### config.mk
export PLATFORM = sky130hd
export DESIGN_NAME = bracket_aware_field_splitter
export DESIGN_NICKNAME = d
export VERILOG_FILES = /design/src/hdl/bafs_pkg.sv /design/src/hdl/bracket_aware_field_splitter.sv
export SDC_FILE = /design/constraint.sdc
export NUM_CORES = 1
export LEC_CHECK = 0
export BUFFER_PORTS_ARGS = -buffer_cell sky130_fd_sc_hd__buf_2
export CAP_MARGIN = 30
export CORE_MARGIN = 2
export CORE_UTILIZATION = 50
export CTS_BUF_LIST = sky130_fd_sc_hd__clkbuf_8
export DETAILED_ROUTE_END_ITERATION = 12
export GPL_TIMING_DRIVEN = 0
export PLACE_DENSITY = 0.72
export SYNTH_ARGS = -nofsm -noshare
export SYNTH_HDL_FRONTEND = slang
export SYNTH_SLANG_ARGS = --single-unit
### constraint.sdc
create_clock -name clock -period 4.2 [get_ports clock]
set_input_delay 0.84 -clock clock [delete_from_list [all_inputs] [get_ports clock]]
set_output_delay 0.84 -clock clock [all_outputs]
set_load 0.05 [all_outputs]
### src/hdl/bafs_pkg.sv
// Package for the bracket-aware field splitter.
// Holds byte codes, status codes, register indexes and fixed widths.
// No dependencies.
package bafs_pkg;

   localparam int CHAR_W     = 8;
   localparam int INDEX_W    = 4;
   localparam int START_W    = 10;
   localparam int LENGTH_W   = 6;
   localparam int FIELDS_W   = 5;
   localparam int DEPTH_W    = 10;
   localparam int CSR_IDX_W  = 2;
   localparam int CSR_DATA_W = 8;

   localparam logic [CHAR_W-1:0] CHAR_NUL    = 8'h00;
   localparam logic [CHAR_W-1:0] CHAR_TAB    = 8'h09;
   localparam logic [CHAR_W-1:0] CHAR_SPACE  = 8'h20;
   localparam logic [CHAR_W-1:0] CHAR_LPAREN = 8'h28;
   localparam logic [CHAR_W-1:0] CHAR_RPAREN = 8'h29;
   localparam logic [CHAR_W-1:0] CHAR_LBRACK = 8'h5B;
   localparam logic [CHAR_W-1:0] CHAR_RBRACK = 8'h5D;

   localparam logic [DEPTH_W-1:0]  DEPTH_MAX    = 10'd1023;
   localparam logic [FIELDS_W-1:0] FIELDS_MAX   = 5'd31;
   localparam logic [INDEX_W-1:0]  INDEX_MAX    = 4'd15;

   localparam logic [CHAR_W-1:0]   SEPARATOR_RST  = 8'd44;
   localparam logic [FIELDS_W-1:0] MAX_FIELDS_RST = 5'd16;

   typedef enum logic [CSR_IDX_W-1:0] {
      CSR_SEPARATOR  = 2'd0,
      CSR_MAX_FIELDS = 2'd1
   } csr_index_type;

   typedef enum logic [1:0] {
      STATUS_OK        = 2'd0,
      STATUS_TOO_MANY  = 2'd1,
      STATUS_TOO_LONG  = 2'd2,
      STATUS_EMPTY     = 2'd3
   } status_type;

endpackage

### src/hdl/bracket_aware_field_splitter.sv
// Bracket-aware field splitter: top level, single module.
// Depends on bafs_pkg.
//
// Usage:
//   Text bytes arrive on the req_ channel (req_valid / req_stall / req_character),
//   one byte per request; a zero byte terminates the text. Each separator byte
//   at bracket depth zero, and the terminator, closes a field and yields one
//   result on the rsp_ channel: field index, start and length (trimmed if OK), status
//   and a last flag. Other bytes yield no result. After an error the rest of
//   the text up to the terminator is dropped silently.
//   The csr_ channel (always ready) writes the separator (index 0) and the
//   field limit (index 1); write only while the block is idle.
//   An accepted request passes through the input register, then the result register.
//   Throughput: one byte per cycle while rsp_stall is low, set by the single state update stage.
//   Reset (synchronous, active high) clears the text state, restores the
//   register defaults and empties both pipeline registers.
//   When rsp_stall holds a result, the input register fills and req_stall
//   rises in the same cycle; nothing is lost or repeated.
module bracket_aware_field_splitter
   import bafs_pkg::*;
#(
   parameter int MAX_FIELDS  = 16,
   parameter int FIELD_LIMIT = 64,
   parameter int TEXT_LIMIT  = 1024
) (
   input  logic                  clock,
   input  logic                  reset,
   input  logic                  req_valid,
   output logic                  req_stall,
   input  logic [CHAR_W-1:0]     req_character,
   output logic                  rsp_valid,
   input  logic                  rsp_stall,
   output logic [INDEX_W-1:0]    rsp_field_index,
   output logic [START_W-1:0]    rsp_field_start,
   output logic [LENGTH_W-1:0]   rsp_field_length,
   output logic [1:0]            rsp_status,
   output logic                  rsp_last,
   input  logic                  csr_valid,
   output logic                  csr_ready,
   input  logic [CSR_IDX_W-1:0]  csr_index,
   input  logic [CSR_DATA_W-1:0] csr_data
);

   localparam int POS_W = $clog2(TEXT_LIMIT);
   localparam int CMP_W = POS_W + 9;
   localparam logic [POS_W-1:0] POS_MAX = POS_W'(TEXT_LIMIT - 1);
   localparam logic [CMP_W-1:0] FIELD_LIMIT_C = CMP_W'(FIELD_LIMIT);

   // configuration
   logic [CHAR_W-1:0]   separator_ff;
   logic [FIELDS_W-1:0] max_fields_ff;

   // input register
   logic                in_valid_ff;
   logic [CHAR_W-1:0]   in_char_ff;

   // text state
   logic [POS_W-1:0]    position_ff, position_in;
   logic [POS_W-1:0]    field_begin_ff, field_begin_in;
   logic [POS_W-1:0]    first_nb_ff, first_nb_in;
   logic [POS_W-1:0]    last_nb_ff, last_nb_in;
   logic                seen_nb_ff, seen_nb_in;
   logic [DEPTH_W-1:0]  depth_ff, depth_in;
   logic [FIELDS_W-1:0] fields_done_ff, fields_done_in;
   logic                discarding_ff, discarding_in;

   // result register
   logic                rsp_valid_ff, rsp_valid_in;
   logic [INDEX_W-1:0]  index_ff, index_in;
   logic [START_W-1:0]  start_ff, start_in;
   logic [LENGTH_W-1:0] length_ff, length_in;
   status_type          status_ff, status_in;
   logic                last_ff, last_in;

   logic                advance;
   logic [DEPTH_W-1:0]  depth_nx;
   logic                closes;
   logic                is_blank;
   logic [POS_W-1:0]    pos_inc;
   logic [POS_W-1:0]    raw_len;
   logic                limit_hit;
   logic                too_long;
   logic [POS_W-1:0]    trim_len;
   logic [CMP_W-1:0]    begin_wide;
   logic [CMP_W-1:0]    first_wide;

   assign advance   = in_valid_ff && (!rsp_valid_ff || !rsp_stall);
   assign req_stall = in_valid_ff && !advance;
   assign csr_ready = 1'b1;

   assign rsp_valid        = rsp_valid_ff;
   assign rsp_field_index  = index_ff;
   assign rsp_field_start  = start_ff;
   assign rsp_field_length = length_ff;
   assign rsp_status       = status_ff;
   assign rsp_last         = last_ff;

   always_comb begin
      depth_nx = depth_ff;
      if (in_char_ff == CHAR_LPAREN || in_char_ff == CHAR_LBRACK) begin
         if (depth_ff < DEPTH_MAX) depth_nx = depth_ff + 1'b1;
      end else if ((in_char_ff == CHAR_RPAREN || in_char_ff == CHAR_RBRACK)
                   && depth_ff != '0) begin
         depth_nx = depth_ff - 1'b1;
      end
      closes    = (in_char_ff == separator_ff && depth_nx == '0) || in_char_ff == CHAR_NUL;
      is_blank  = in_char_ff == CHAR_SPACE || in_char_ff == CHAR_TAB;
      pos_inc   = (position_ff < POS_MAX) ? position_ff + 1'b1 : position_ff;
      raw_len   = (position_ff >= field_begin_ff) ? position_ff - field_begin_ff : '0;
      limit_hit = ({1'b0, fields_done_ff} >= {1'b0, max_fields_ff})
                  || (int'(fields_done_ff) >= MAX_FIELDS);
      too_long  = {9'b0, raw_len} >= FIELD_LIMIT_C;
      trim_len  = last_nb_ff - first_nb_ff + 1'b1;
      begin_wide = {9'b0, field_begin_ff};
      first_wide = {9'b0, first_nb_ff};
   end

   always_comb begin
      position_in    = position_ff;
      field_begin_in = field_begin_ff;
      first_nb_in    = first_nb_ff;
      last_nb_in     = last_nb_ff;
      seen_nb_in     = seen_nb_ff;
      depth_in       = depth_ff;
      fields_done_in = fields_done_ff;
      discarding_in  = discarding_ff;
      rsp_valid_in   = rsp_valid_ff && rsp_stall;
      index_in       = index_ff;
      start_in       = start_ff;
      length_in      = length_ff;
      status_in      = status_ff;
      last_in        = last_ff;

      if (advance) begin
         rsp_valid_in = 1'b0;
         if (discarding_ff) begin
            if (in_char_ff == CHAR_NUL) begin
               position_in    = '0;
               field_begin_in = '0;
               first_nb_in    = '0;
               last_nb_in     = '0;
               seen_nb_in     = 1'b0;
               depth_in       = '0;
               fields_done_in = '0;
               discarding_in  = 1'b0;
            end else begin
               position_in = pos_inc;
            end
         end else if (!closes) begin
            depth_in = depth_nx;
            if (!is_blank) begin
               if (!seen_nb_ff) begin
                  first_nb_in = position_ff;
                  seen_nb_in  = 1'b1;
               end
               last_nb_in = position_ff;
            end
            position_in = pos_inc;
         end else begin
            depth_in     = depth_nx;
            rsp_valid_in = 1'b1;
            if (limit_hit || too_long || !seen_nb_ff) begin
               if (limit_hit)     status_in = STATUS_TOO_MANY;
               else if (too_long) status_in = STATUS_TOO_LONG;
               else               status_in = STATUS_EMPTY;
               index_in  = (fields_done_ff > FIELDS_W'(INDEX_MAX)) ? INDEX_MAX
                                                                   : fields_done_ff[INDEX_W-1:0];
               start_in  = begin_wide[START_W-1:0];
               length_in = '0;
               last_in   = 1'b1;
               if (in_char_ff != CHAR_NUL) begin
                  discarding_in = 1'b1;
                  position_in   = pos_inc;
               end
            end else begin
               status_in = STATUS_OK;
               index_in  = fields_done_ff[INDEX_W-1:0];
               start_in  = first_wide[START_W-1:0];
               length_in = trim_len[LENGTH_W-1:0];
               last_in   = in_char_ff == CHAR_NUL;
               if (in_char_ff != CHAR_NUL) begin
                  if (fields_done_ff < FIELDS_MAX) fields_done_in = fields_done_ff + 1'b1;
                  field_begin_in = pos_inc;
                  seen_nb_in     = 1'b0;
                  first_nb_in    = '0;
                  last_nb_in     = '0;
                  position_in    = pos_inc;
               end
            end
            if (in_char_ff == CHAR_NUL) begin
               position_in    = '0;
               field_begin_in = '0;
               first_nb_in    = '0;
               last_nb_in     = '0;
               seen_nb_in     = 1'b0;
               depth_in       = '0;
               fields_done_in = '0;
               discarding_in  = 1'b0;
            end
         end
      end
   end

   always_ff @(posedge clock) begin
      if (reset) begin
         separator_ff   <= SEPARATOR_RST;
         max_fields_ff  <= MAX_FIELDS_RST;
         in_valid_ff    <= 1'b0;
         position_ff    <= '0;
         field_begin_ff <= '0;
         first_nb_ff    <= '0;
         last_nb_ff     <= '0;
         seen_nb_ff     <= 1'b0;
         depth_ff       <= '0;
         fields_done_ff <= '0;
         discarding_ff  <= 1'b0;
         rsp_valid_ff   <= 1'b0;
      end else begin
         if (csr_valid && csr_ready) begin
            case (csr_index)
               CSR_SEPARATOR:  separator_ff  <= csr_data;
               CSR_MAX_FIELDS: max_fields_ff <= csr_data[FIELDS_W-1:0];
               default: ;
            endcase
         end
         if (!req_stall) in_valid_ff <= req_valid;
         position_ff    <= position_in;
         field_begin_ff <= field_begin_in;
         first_nb_ff    <= first_nb_in;
         last_nb_ff     <= last_nb_in;
         seen_nb_ff     <= seen_nb_in;
         depth_ff       <= depth_in;
         fields_done_ff <= fields_done_in;
         discarding_ff  <= discarding_in;
         rsp_valid_ff   <= rsp_valid_in;
      end
   end

   always_ff @(posedge clock) begin
      if (req_valid && !req_stall) in_char_ff <= req_character;
      index_ff  <= index_in;
      start_ff  <= start_in;
      length_ff <= length_in;
      status_ff <= status_in;
      last_ff   <= last_in;
   end

endmodule
==> results.md <==
- Via count: approximately 4,900
- Setup bufs post-CTS: 0
- TritonRoute pass-1 iters: 6
- Tot Pwr: ~1.9 mW
- Most common cell after layout, fill and taps aside: nor2_1
- Yosys cell types: between 80 and 90
- Post-Syn Area: around 0.0058 sq mm
- Met2 usage: 0.404
- Sequential share of the synthesized area: 0.393
- Delay of the slowest cell on the worst path: around 0.67 ns
- Vias in the first global route: about 4,700
- Fin crit period: approximately 4.0 ns
- Number of synthesized flops with an enable pin: 31
- Period utilization: 0.952
- Ys async rst share: 0
- Status: complete, no violations
- Clock Path Buffers: 2
- Initial antenna violation count: 0
- Max rail drop VDD: around 0.23 mV
- Startpoint types: flip-flop
- Met3 usage: 0.0419
- Skew final: ~0.010 ns
- CTS tree: yes
- CP max FO: 10
- Final Max Tran Viols: 0
- GRT Residual Overflow: 0
- I/O pin count: approximately 50
- Share of the synthesized area in the top cell type: 0.234
- Yosys warns: 0
- Worst hold path class: flip-flop to flip-flop
- Area contributors post-synth: dfxtp_1 23%, edfxtp_1 16%, ha_1 6.2%
- GRT busiest layer: met2
- CP Data Required Time: 4.53 ns
- Htree depth: 3
- # diodes: 0
- Core Region: 0.0114 sq mm
- CTS buffer count: 9
- Final Util: 0.570
- Ys flop type: dfxtp_1
- Max Fclk: between 0.2 and 0.3 GHz
- Clk sinks: 99
- CTS clk-pin slew, worst paths: around 0.10 ns
- Layout Cells excl Fill: 835
- Syn nets: between 600 and 700
- TNS Setup: 0 ns
- ANT nets after route: 0
- RSZ-0062 raised after global routing: no
- CP endpoint kind: flip-flop
- Largest net degree at the start of global routing: 24
- Die Area: ~0.013 sq mm
- Die X: around 110 microns
- Met1 Resource Use GR: 0.289
- Final WL: 14,300 microns
- Share of cells above drive strength 1: 0.165
- Final hold slack: between 0.4 and 0.5 ns
- Slowest stage cell on the critical path: a221oi_4
- Most frequent cells in the layout: 69 x nor2_1, 68 x dfxtp_1, 54 x buf_2, 46 x nand2_1, 42 x inv_1
- Fin nets: approximately 740
- RD Place Congestion: 0.949
- Pleak: 2.65 nW
- Critical path class: flip-flop to flip-flop
- Chip Height: about 110 microns
- Largest delay share family, worst path: compound AO/OA/AOI/OAI gates
- Syn_area_per_cell: 9.28 sq um
- Post-DR vias/cell: ~5.9
- Yosys top cell by area: dfxtp_1
- Bufs and invs on worst path: 1
- Post-Synthesis Cells: 628
- Post-Place Cells: just over 800
- Hold Fails Final Rpt: 0
- # port buffers: 47
- Finish-stage setup viols: 0
- CTS root buf: clkbuf_8
- Max-cap violations: 0
- Total track usage: 0.233
- Initial drt markers: 405
- Rel. slew slack: 0.387
- Wire length per cell: approximately 17 microns
- Critical path arrival: ~4.3 ns
- Placement Rows: 39
- Drc violations: 0
- Initial cell density of the core: 0.511
- Dpl hpwl: between 10,000 and 15,000 microns
- Worst skew pair latency: around 0.39 ns
- Worst R2R Setup Slack: 0.20 ns
- Power per cell area: ~290 mW/mm^2
- Slew @ Worst Pin: between 0.9 and 1 ns
- Area grow syn2layout: 11.6%
- CP Cell Sequence: clkbuf_1, or4b_1, a21oi_1, nand2_1, a22oi_1, xor2_1, nor4b_1, a21oi_2, a221oi_4, a22o_1
- Yosys reg bits: around 100
- First-pass GRT wire length: between 20,000 and 25,000 microns
registers in the layout, indices dropped and copies added (netlist names):
signal	flops
field_begin_ff	10
rsp_field_start	10
max_fields_ff	5
in_char_ff	8
rsp_status	2
fields_done_ff	5
rsp_field_index	4
discarding_ff	1
rsp_field_length	6
seen_nb_ff	1
depth_ff	10
last_nb_ff	6
rsp_last	1
rsp_valid	1
position_ff	10
in_valid_ff	1
separator_ff	8
first_nb_ff	10
worst paths after layout:
path	start	to	cells past startpoint
max	in_char_ff[6]	first_nb_ff[0]	10
min	last_nb_ff[1]	last_nb_ff[1]	1
max reg2reg	in_char_ff[6]	first_nb_ff[0]	10
min reg2reg	last_nb_ff[1]	last_nb_ff[1]	1
power breakdown:
group	internal, mW	leakage, nW	switching, mW	total, mW
sequential	0.997	0.843	0.00958	1.01
combinational	0.0510	1.68	0.0971	0.148
clock	0.401	0.122	0.359	0.760
total	1.45	2.65	0.466	1.91
cells in the mapped netlist (all sizes together) (7+ instances only):
cell type  instances
and3              12
edfxtp            31
nor2              70
nand4              7
inv               43
nand3             26
clkbuf            19
a22o              11
nor3              17
a32o               7
mux2i             17
a21o               9
mux2              15
o21ai             23
xor2              15
buf               16
dfxtp             68
ha                29
a21oi             35
nand2             46
cells by family after synthesis:
| logic type | after synthesis | synth area share |
|---|---|---|
| mux | 32 | 0.0614 |
| buf+inv | 78 | 0.0575 |
| flops | 99 | 0.393 |
| xor+xnor | 21 | 0.0316 |
| fa+ha+maj | 31 | 0.0691 |
| compound gates | 138 | 0.178 |
| simple gates | 228 | 0.209 |
| other cells | 1 | 0.000643 |
repair_timing:
item / 4_1_cts / 5_1_grt
hold buffers: 0 / 0
resized for setup: 0 / 4
endpoints found under the setup margin: 0 / 29
endpoints found under the hold margin: 0 / 0
stage by stage:
step           area, sq um  setup slack (ns)
4_1_cts               6490            0.0366
3_3_place_gp          6240             0.147
3_5_place_dp          6240            0.0635
2_1_floorplan         5830             0.753
6_report              6510             0.203
5_1_grt               6510            0.0363
per-layer routing:
layer,share of wire,routed length [microns]
met1,0.43,6110
met2,0.49,7010
met3,0.060,858
met4,0.022,313
met5,0,0
layout make-up:
type | count | area, sq um
fillers | 1037 | 4910
multi-input cells | 451 | 3210
flip-flops and latches | 99 | 2290
repair buffers | 47 | 235
well taps | 143 | 179
plain buffers | 35 | 174
inverters | 43 | 165
clock buffers | 9 | 124
clock inverters | 7 | 124
repair inverters | 1 | 7.51
worst register-to-register path, cell delays in order (launching register included):
cell and delay [ns]:
edfxtp_1 0.37, clkbuf_1 0.21, or4b_1 0.53, a21oi_1 0.30, nand2_1 0.23, a22oi_1 0.27, xor2_1 0.15, nor4b_1 0.66
a21oi_2 0.32, a221oi_4 0.67, a22o_1 0.24
No activity file was read; power rests on OpenSTA's default activity.
